===== config.mk =====
export PLATFORM = sky130hd
export DESIGN_NAME = tsv_column_type_inference
export DESIGN_NICKNAME = d
export VERILOG_FILES = /design/src/tcti_pkg.sv /design/src/tcti_scan.sv /design/src/tsv_column_type_inference.sv
export SDC_FILE = /design/constraint.sdc
export NUM_CORES = 2
export LEC_CHECK = 0
export ABC_CLOCK_PERIOD_IN_PS = 3600
export BUFFER_PORTS_ARGS = -buffer_cell sky130_fd_sc_hd__clkbuf_2
export CAP_MARGIN = 40
export CORE_MARGIN = 4
export CORE_UTILIZATION = 55
export CTS_CLUSTER_SIZE = 24
export DETAILED_ROUTE_END_ITERATION = 6
export GPL_TIMING_DRIVEN = 0
export PLACE_DENSITY_LB_ADDON = 0.08
export SETUP_SLACK_MARGIN = 0.4
export SKIP_CTS_REPAIR_TIMING = 1
export SLEW_MARGIN = 30
export SYNTH_ARGS = -nofsm -noshare
export SYNTH_HDL_FRONTEND = slang
export SYNTH_SLANG_ARGS = --single-unit

===== constraint.sdc =====
create_clock -name clk_i -period 3.6 [get_ports clk_i]
set_clock_uncertainty 0.15 [all_clocks]
set_input_delay 0.72 -clock clk_i [delete_from_list [all_inputs] [get_ports clk_i]]
set_output_delay 0.72 -clock clk_i [all_outputs]
set_load 0.05 [all_outputs]

===== src/tcti_pkg.sv =====
// Shared types, constants and merge functions for the TSV column type inference block.
package tcti_pkg;

  localparam int MaxCols       = 32;
  localparam int ColIdxW       = $clog2(MaxCols);
  localparam int ColCntW       = $clog2(MaxCols + 1);
  localparam int MaxValueWidth = 4096;
  localparam int WidthW        = 13;
  localparam int DecW          = 12;
  localparam int DecLimit      = (2 ** DecW) - 1;

  localparam logic [7:0] CharNul  = 8'h00;
  localparam logic [7:0] CharTab  = 8'h09;
  localparam logic [7:0] CharNl   = 8'h0A;
  localparam logic [7:0] CharDot  = 8'h2E;
  localparam logic [7:0] CharZero = 8'h30;
  localparam logic [7:0] CharNine = 8'h39;

  typedef enum logic [1:0] {
    KIND_INT = 2'd0,
    KIND_DBL = 2'd1,
    KIND_STR = 2'd2
  } kind_e;

  typedef enum logic [1:0] {
    STAT_HEADER   = 2'd0,
    STAT_MERGED   = 2'd1,
    STAT_MISMATCH = 2'd2,
    STAT_OVERFLOW = 2'd3
  } status_e;

  typedef struct packed {
    kind_e              kind;
    logic [WidthW-1:0]  width;
    logic [DecW-1:0]    decimals;
  } col_entry_t;

  // Row store write request and row status from the byte scanner
  typedef struct packed {
    logic                store_we;
    logic [ColIdxW-1:0]  store_addr;
    col_entry_t          store_data;
    logic [ColCntW-1:0]  col_count;
    logic                overflow;
  } scan_t;

  function automatic col_entry_t merge_entry(col_entry_t s, col_entry_t c);
    col_entry_t r;
    r = s;
    if (c.width > s.width) r.width = c.width;
    if (c.kind == KIND_STR) begin
      r.kind = KIND_STR;
    end else if (c.kind == KIND_DBL) begin
      if (s.kind == KIND_INT) begin
        r.kind     = KIND_DBL;
        r.decimals = c.decimals;
      end else if (s.kind == KIND_DBL && c.decimals > s.decimals) begin
        r.decimals = c.decimals;
      end
    end
    return r;
  endfunction

  // All-empty column shows as string of width 1
  function automatic col_entry_t display_entry(col_entry_t s);
    col_entry_t r;
    r = s;
    if (s.kind != KIND_DBL) r.decimals = '0;
    if (s.width == '0) begin
      r.kind     = KIND_STR;
      r.width    = WidthW'(1);
      r.decimals = '0;
    end
    return r;
  endfunction

endpackage


===== src/tcti_scan.sv =====
// Byte scanner: classifies the current value and tracks the column position of the row.
module tcti_scan (
  input  logic               clk_i,
  input  logic               rst_ni,
  input  logic               byte_valid_i,
  input  logic [7:0]         data_byte_i,
  output tcti_pkg::scan_t    scan_o
);
  import tcti_pkg::*;

  logic [ColCntW-1:0] col_q, col_d;
  kind_e              kind_q, kind_d;
  logic [WidthW-1:0]  width_q, width_d;
  logic [DecW-1:0]    dec_q, dec_d;
  logic               ovf_q, ovf_d;

  logic is_nul, is_tab, is_nl, is_digit, is_dot;
  logic [ColCntW-1:0] col_next;

  assign is_nul   = (data_byte_i == CharNul);
  assign is_tab   = (data_byte_i == CharTab);
  assign is_nl    = (data_byte_i == CharNl);
  assign is_dot   = (data_byte_i == CharDot);
  assign is_digit = (data_byte_i >= CharZero) && (data_byte_i <= CharNine);
  assign col_next = col_q + ColCntW'(1);

  always_comb begin
    col_d   = col_q;
    kind_d  = kind_q;
    width_d = width_q;
    dec_d   = dec_q;
    ovf_d   = ovf_q;
    if (byte_valid_i && !is_nul) begin
      if (is_nl) begin
        col_d   = '0;
        ovf_d   = 1'b0;
        kind_d  = KIND_INT;
        width_d = '0;
        dec_d   = '0;
      end else if (is_tab) begin
        if (!ovf_q) begin
          if (col_next < ColCntW'(MaxCols)) col_d = col_next;
          else ovf_d = 1'b1;
          kind_d  = KIND_INT;
          width_d = '0;
          dec_d   = '0;
        end
      end else begin
        if (width_q < WidthW'(MaxValueWidth)) width_d = width_q + WidthW'(1);
        if (is_digit) begin
          if (kind_q == KIND_DBL && dec_q < DecW'(DecLimit)) dec_d = dec_q + DecW'(1);
        end else if (kind_q == KIND_INT && is_dot) begin
          kind_d = KIND_DBL;
        end else begin
          kind_d = KIND_STR;
        end
      end
    end
  end

  always_ff @(posedge clk_i or negedge rst_ni) begin
    if (!rst_ni) begin
      col_q   <= '0;
      kind_q  <= KIND_INT;
      width_q <= '0;
      dec_q   <= '0;
      ovf_q   <= 1'b0;
    end else begin
      col_q   <= col_d;
      kind_q  <= kind_d;
      width_q <= width_d;
      dec_q   <= dec_d;
      ovf_q   <= ovf_d;
    end
  end

  always_comb begin
    scan_o.store_we            = byte_valid_i && (is_nl || (is_tab && !ovf_q));
    scan_o.store_addr          = col_q[ColIdxW-1:0];
    scan_o.store_data.kind     = kind_q;
    scan_o.store_data.width    = width_q;
    scan_o.store_data.decimals = (kind_q == KIND_DBL) ? dec_q : '0;
    scan_o.col_count           = col_next;
    scan_o.overflow            = ovf_q;
  end

endmodule


===== src/tsv_column_type_inference.sv =====
// Top level of the TSV column type inference block: row store, schema table and emit sequencer.
//
// Input channel: one text byte per item on data_byte_i (in_valid_i/in_ready_o).
// Output channel: schema entries (out_valid_o/out_ready_i), one item per column.
// Ordinary bytes and tabs are taken one per cycle and give no result; NUL is dropped.
// At a newline the row is closed. An overflowing or mismatched row gives one status
// item in the next cycle. A header row or a matching data row starts a sweep over the
// schema table: each column goes through a memory read, then merge, write back and
// load of the output register, and output stalls hold it there; the split into steps
// follows from the single read port of the schema and row memories. No byte is taken
// during a sweep; a newline also waits while an earlier result is still pending.
// last_of_row_o marks the final item of a row.
// When the receiver stalls, the sweep holds in its emit step and the output holds.
// Reset forgets the header: the next complete row without overflow becomes the header.
// Both memories need no clearing: every entry read was written earlier in the row
// or at the header sweep.
module tsv_column_type_inference (
  input  logic        clk_i,
  input  logic        rst_ni,
  input  logic        in_valid_i,
  output logic        in_ready_o,
  input  logic [7:0]  data_byte_i,
  output logic        out_valid_o,
  input  logic        out_ready_i,
  output logic [4:0]  column_index_o,
  output logic [1:0]  column_kind_o,
  output logic [12:0] column_width_o,
  output logic [11:0] column_decimals_o,
  output logic [1:0]  row_status_o,
  output logic        last_of_row_o
);
  import tcti_pkg::*;

  typedef enum logic [1:0] {
    ST_IDLE,
    ST_READ,
    ST_EMIT
  } state_e;

  state_e             state_q;
  logic               hdr_done_q;
  logic [ColCntW-1:0] expected_q;
  logic [ColIdxW-1:0] idx_q;
  logic               header_mode_q;

  logic               out_valid_q;
  logic [ColIdxW-1:0] out_index_q;
  col_entry_t         out_entry_q;
  status_e            out_status_q;
  logic               out_last_q;

  col_entry_t row_mem    [MaxCols];
  col_entry_t schema_mem [MaxCols];
  col_entry_t row_rd_q;
  col_entry_t schema_rd_q;

  scan_t      scan;
  logic       is_nl, in_accept, nl_accept, out_free, sweep_last, schema_we;
  col_entry_t new_entry, shown_entry;

  assign is_nl      = (data_byte_i == CharNl);
  assign in_ready_o = (state_q == ST_IDLE) && (!is_nl || !out_valid_q);
  assign in_accept  = in_valid_i && in_ready_o;
  assign nl_accept  = in_accept && is_nl;
  assign out_free   = !out_valid_q || out_ready_i;
  assign sweep_last = ((ColCntW'(idx_q) + ColCntW'(1)) == expected_q);
  assign schema_we  = (state_q == ST_EMIT) && out_free;

  tcti_scan u_scan (
    .clk_i        (clk_i),
    .rst_ni       (rst_ni),
    .byte_valid_i (in_accept),
    .data_byte_i  (data_byte_i),
    .scan_o       (scan)
  );

  always_comb begin
    if (header_mode_q) begin
      new_entry.kind     = KIND_INT;
      new_entry.width    = '0;
      new_entry.decimals = '0;
    end else begin
      new_entry = merge_entry(schema_rd_q, row_rd_q);
    end
    shown_entry = display_entry(new_entry);
  end

  always_ff @(posedge clk_i) begin
    if (scan.store_we) row_mem[scan.store_addr] <= scan.store_data;
    if (state_q == ST_READ) row_rd_q <= row_mem[idx_q];
  end

  always_ff @(posedge clk_i) begin
    if (schema_we) schema_mem[idx_q] <= new_entry;
    if (state_q == ST_READ) schema_rd_q <= schema_mem[idx_q];
  end

  always_ff @(posedge clk_i or negedge rst_ni) begin
    if (!rst_ni) begin
      state_q       <= ST_IDLE;
      hdr_done_q    <= 1'b0;
      expected_q    <= '0;
      idx_q         <= '0;
      header_mode_q <= 1'b0;
      out_valid_q   <= 1'b0;
      out_index_q   <= '0;
      out_entry_q   <= '0;
      out_status_q  <= STAT_HEADER;
      out_last_q    <= 1'b0;
    end else begin
      // drop the taken item unless the sweep loads the next one this cycle
      if (out_valid_q && out_ready_i && !schema_we) out_valid_q <= 1'b0;
      case (state_q)
        ST_IDLE: begin
          if (nl_accept) begin
            if (scan.overflow || (hdr_done_q && scan.col_count != expected_q)) begin
              out_valid_q  <= 1'b1;
              out_index_q  <= '0;
              out_entry_q  <= '0;
              out_status_q <= scan.overflow ? STAT_OVERFLOW : STAT_MISMATCH;
              out_last_q   <= 1'b1;
            end else begin
              if (!hdr_done_q) begin
                hdr_done_q <= 1'b1;
                expected_q <= scan.col_count;
              end
              header_mode_q <= !hdr_done_q;
              idx_q         <= '0;
              state_q       <= ST_READ;
            end
          end
        end
        ST_READ: begin
          state_q <= ST_EMIT;
        end
        ST_EMIT: begin
          if (out_free) begin
            out_valid_q  <= 1'b1;
            out_index_q  <= idx_q;
            out_entry_q  <= shown_entry;
            out_status_q <= header_mode_q ? STAT_HEADER : STAT_MERGED;
            out_last_q   <= sweep_last;
            if (sweep_last) begin
              state_q <= ST_IDLE;
            end else begin
              idx_q   <= idx_q + ColIdxW'(1);
              state_q <= ST_READ;
            end
          end
        end
        default: begin
          state_q <= ST_IDLE;
        end
      endcase
    end
  end

  assign out_valid_o       = out_valid_q;
  assign column_index_o    = 5'(out_index_q);
  assign column_kind_o     = out_entry_q.kind;
  assign column_width_o    = out_entry_q.width;
  assign column_decimals_o = out_entry_q.decimals;
  assign row_status_o      = out_status_q;
  assign last_of_row_o     = out_last_q;

  a_accept_idle : assert property (@(posedge clk_i) disable iff (!rst_ni)
    in_accept |-> (state_q == ST_IDLE))
    else $error("byte taken outside idle");

  a_nl_out_free : assert property (@(posedge clk_i) disable iff (!rst_ni)
    nl_accept |-> !out_valid_q)
    else $error("newline taken while a result is pending");

  a_ovf_status : assert property (@(posedge clk_i) disable iff (!rst_ni)
    (nl_accept && scan.overflow) |=>
      (out_valid_o && last_of_row_o && row_status_o == STAT_OVERFLOW))
    else $error("overflow row did not give its status item");

  a_sweep_range : assert property (@(posedge clk_i) disable iff (!rst_ni)
    (state_q != ST_IDLE) |-> (ColCntW'(idx_q) < expected_q))
    else $error("sweep index beyond column count");

endmodule

==> flow_summary.ini <==
[outcome]
status = finished, final reports clean

[route]
wirelength_um = 222500
viasPerCell = 6.771
wl_per_cell_um = 38.36
drtAntennaViolNets = 0
dr_wl_met3_um = 22270
drtIter0Drc = 6328
drc = 0
met2_length_um = 108700
maxUsedRoutingLayer = met5
dr_total_vias = 39280
firstDrtPassIters = 6
wl_met1_um = 78540

[setup_path]
cp_slowest_cell = clkbuf_2
r2r_slack_ns = 0.21
worstPathMaxFanout = 10
arrival_ns = 3.83
start_kind = flop
critPathCaptureType = flop
critPathKind = reg2reg
cp.required_ns = 4.04
r2r_cells = 8
crit_chain = nor2b_1 > nor2b_1 > clkbuf_1 > buf_4 > clkbuf_2 > a22oi_1 > and3_1 > o21ai_1
critical_path.max_stage_delay_ns = 0.56
crit_path_frequent_cell = nor2b_1

[pwr]
clkPwrFrac_pct = 42.7
p_sw_share_pct = 20.65
power_density_nw_per_um2 = 508.4
power_frac_seq_pct = 53.5
p_sw_mw = 9.165
peakVddDrop_mv = 0.5092
p_comb_share_pct = 3.8
leakage_nw = 29.62
p_int_mw = 35.22

[logic_synthesis]
yosys_warnings = 0
synthAdderAreaFrac_pct = 0.6104
synth_edf_count = 1782
synth_compound_area_share_pct = 3.507
synth-async-reset-ratio_pct = 4.553
syn_avg_cell_area_um2 = 21.48
synthesis.nets = 3386
synthXorXnorAreaFrac_pct = 0.3436
ys_seq_elements = 1867
synthFlopType = edfxtp_1
synth_top_family_by_area = multiplexers
syn_area_um2 = 71740
synthMuxAreaShare_pct = 14.05
yosysUniqueCellTypes = 70
syn_inst = 3339
synth-simple-area-share_pct = 2.709
ys_seq_area_share_pct = 77.56

[global_routing]
track_usage_pct = 31.92
grt_pass1_wl_um = 297200
grt_overflow = 0
grt_max_degree = 50
grt_pass1_vias = 38010
antenna_found_initial = 9

[cells_and_area]
fin_cells = 5801
area_delta_synth_final_pct = 21.71
final_util_pct = 67.43
drive_above_1_share_pct = 34.27
layout_commonest_cell = edfxtp_1
fin_nets = 3951
layout_common_cells = 1,782 x edfxtp_1, 432 x mux4_2, 202 x a22oi_1, 191 x clkbuf_16

[clocking]
cts_buffers = 183
cts_tree = built
cts-root-buf = clkbuf_16
clkTransAtPathRegs_ns = 0.06
ctsHtreeMaxLevel = 4
clock_sinks = 1867
clk_latency_ns = 0.82
cts_buffer_depth = 3

[floorplan]
io_pins = 49
coreArea_um2 = 129500
die_w_um = 369.2
dieArea_um2 = 136300
row_count = 132
initial_core_util_pct = 55.40
die_h_um = 369.2

[timing]
fin_crit_ns = 3.390
worst_slew_pin_slew_ns = 0.8675
hold_ws_ns = 0.1282
layout_setup_ws_ns = 0.2099
hold_viol = 0
post-route-period-util_pct = 94.17
drv_slew = 0
relSlewSlack_pct = 42.17
rsz0062_at_grt = yes
maxClockFrequency_mhz = 295.0
setup-violations-final = 0
finalSetupTns_ns = 0

[job]
drv_cap = 0

[place]
pre_cts_ws_ns = -1.273
dp_hpwl_um = 149900
gp_congestion = 0.8776
place_inst = 5314
io_buffers = 48

[worst_hold_path]
whs_path_depth = 3
hold_class = in2reg
-- critical path: cells and delay by family (launching register included) --
kind / cells / cell delay (ns)
flops: 1 / 0.47
buf+inv: 3 / 1.31
compound gates: 2 / 0.39
simple gates: 3 / 0.83
-- registers in the layout (all words and copies together), names as in the netlist, 2 cells and up --
signal and flops:
row_rd_q 27, u_scan.col_q 6, state_q 2, idx_q 5, column_decimals_o 12, schema_rd_q 27, column_width_o 13, u_scan.width_q 13
row_mem 864, expected_q 6, u_scan.dec_q 12, u_scan.kind_q 2, column_index_o 5, schema_mem 864, row_status_o 2, column_kind_o 2
-- through the flow --
stage                     area, um2  power [mW]
after global routing          87310       45.53
after global placement        74230       25.60
final                         87310       44.39
after CTS                     84870       44.34
after floorplan               71820       25.06
after detailed placement      78950       25.71
-- routing by layer --
layer | up-vias | track usage, %
met5 | - | 0
met4 | 4 | 15.33
met3 | 567 | 6.536
met2 | 2629 | 51.48
met1 | 20800 | 42.27
li1 | 15280 | -
-- cells in the mapped netlist (14+ instances only) --
master,count,area share [%]
a21oi_1,22,0.15
a22oi_1,211,2.2
and2_1,16,0.14
and3_1,14,0.12
buf_1,19,0.099
buf_2,47,0.33
clkbuf_1,106,0.55
dfrtp_1,85,3.0
edfxtp_1,1782,75
ha_1,35,0.61
inv_1,38,0.20
mux2i_1,30,0.42
mux4_2,432,14
nand2_1,55,0.29
nand2b_1,15,0.13
nand3_1,39,0.27
nand4_1,62,0.54
nor2_1,126,0.66
o21ai_1,34,0.24
o2bb2ai_1,14,0.17
xnor2_1,14,0.17
-- power by group through the flow --
stage,logic (mW),clock network [mW],registers [mW]
3_5_place_dp,1.50,0,24.2
6_report,1.68,19.0,23.7
2_1_floorplan,0.843,0,24.2
4_1_cts,1.51,19.1,23.7
3_3_place_gp,1.36,0,24.2
5_1_grt,1.74,20.0,23.7
-- final cells by class --
type                       count  area (um2)
timing repair buffer         370        5682
tap                         1742        2180
clock buffer                 238        4961
antenna                        3       7.507
fill                        8095       42170
clock inverter                99       958.4
buffer                       174        1423
inverter                      40       150.1
multi-input combinational   1268       16300
sequential                  1867       55650
-- path summary, 6_finish.rpt --
check                             from                  to
min in group asynchronous       rst_ni  column_width_o[11]
hold reg to reg             hdr_done_q          hdr_done_q
max in group asynchronous       rst_ni   u_scan.width_q[2]
setup reg to reg              idx_q[3]         row_rd_q[5]
setup / recovery              idx_q[3]         row_rd_q[5]
hold / removal             out_ready_i          state_q[1]
-- logic make-up after synthesis --
kind of cell,count (synthesis)
buffers and inverters,214
AND/OR/NAND/NOR,386
flip-flops,1867
multiplexers,466
XOR/XNOR,25
adder cells (fa/ha/maj),35
AO/OA/AOI/OAI,346
Power figures use the tool's default switching activity.
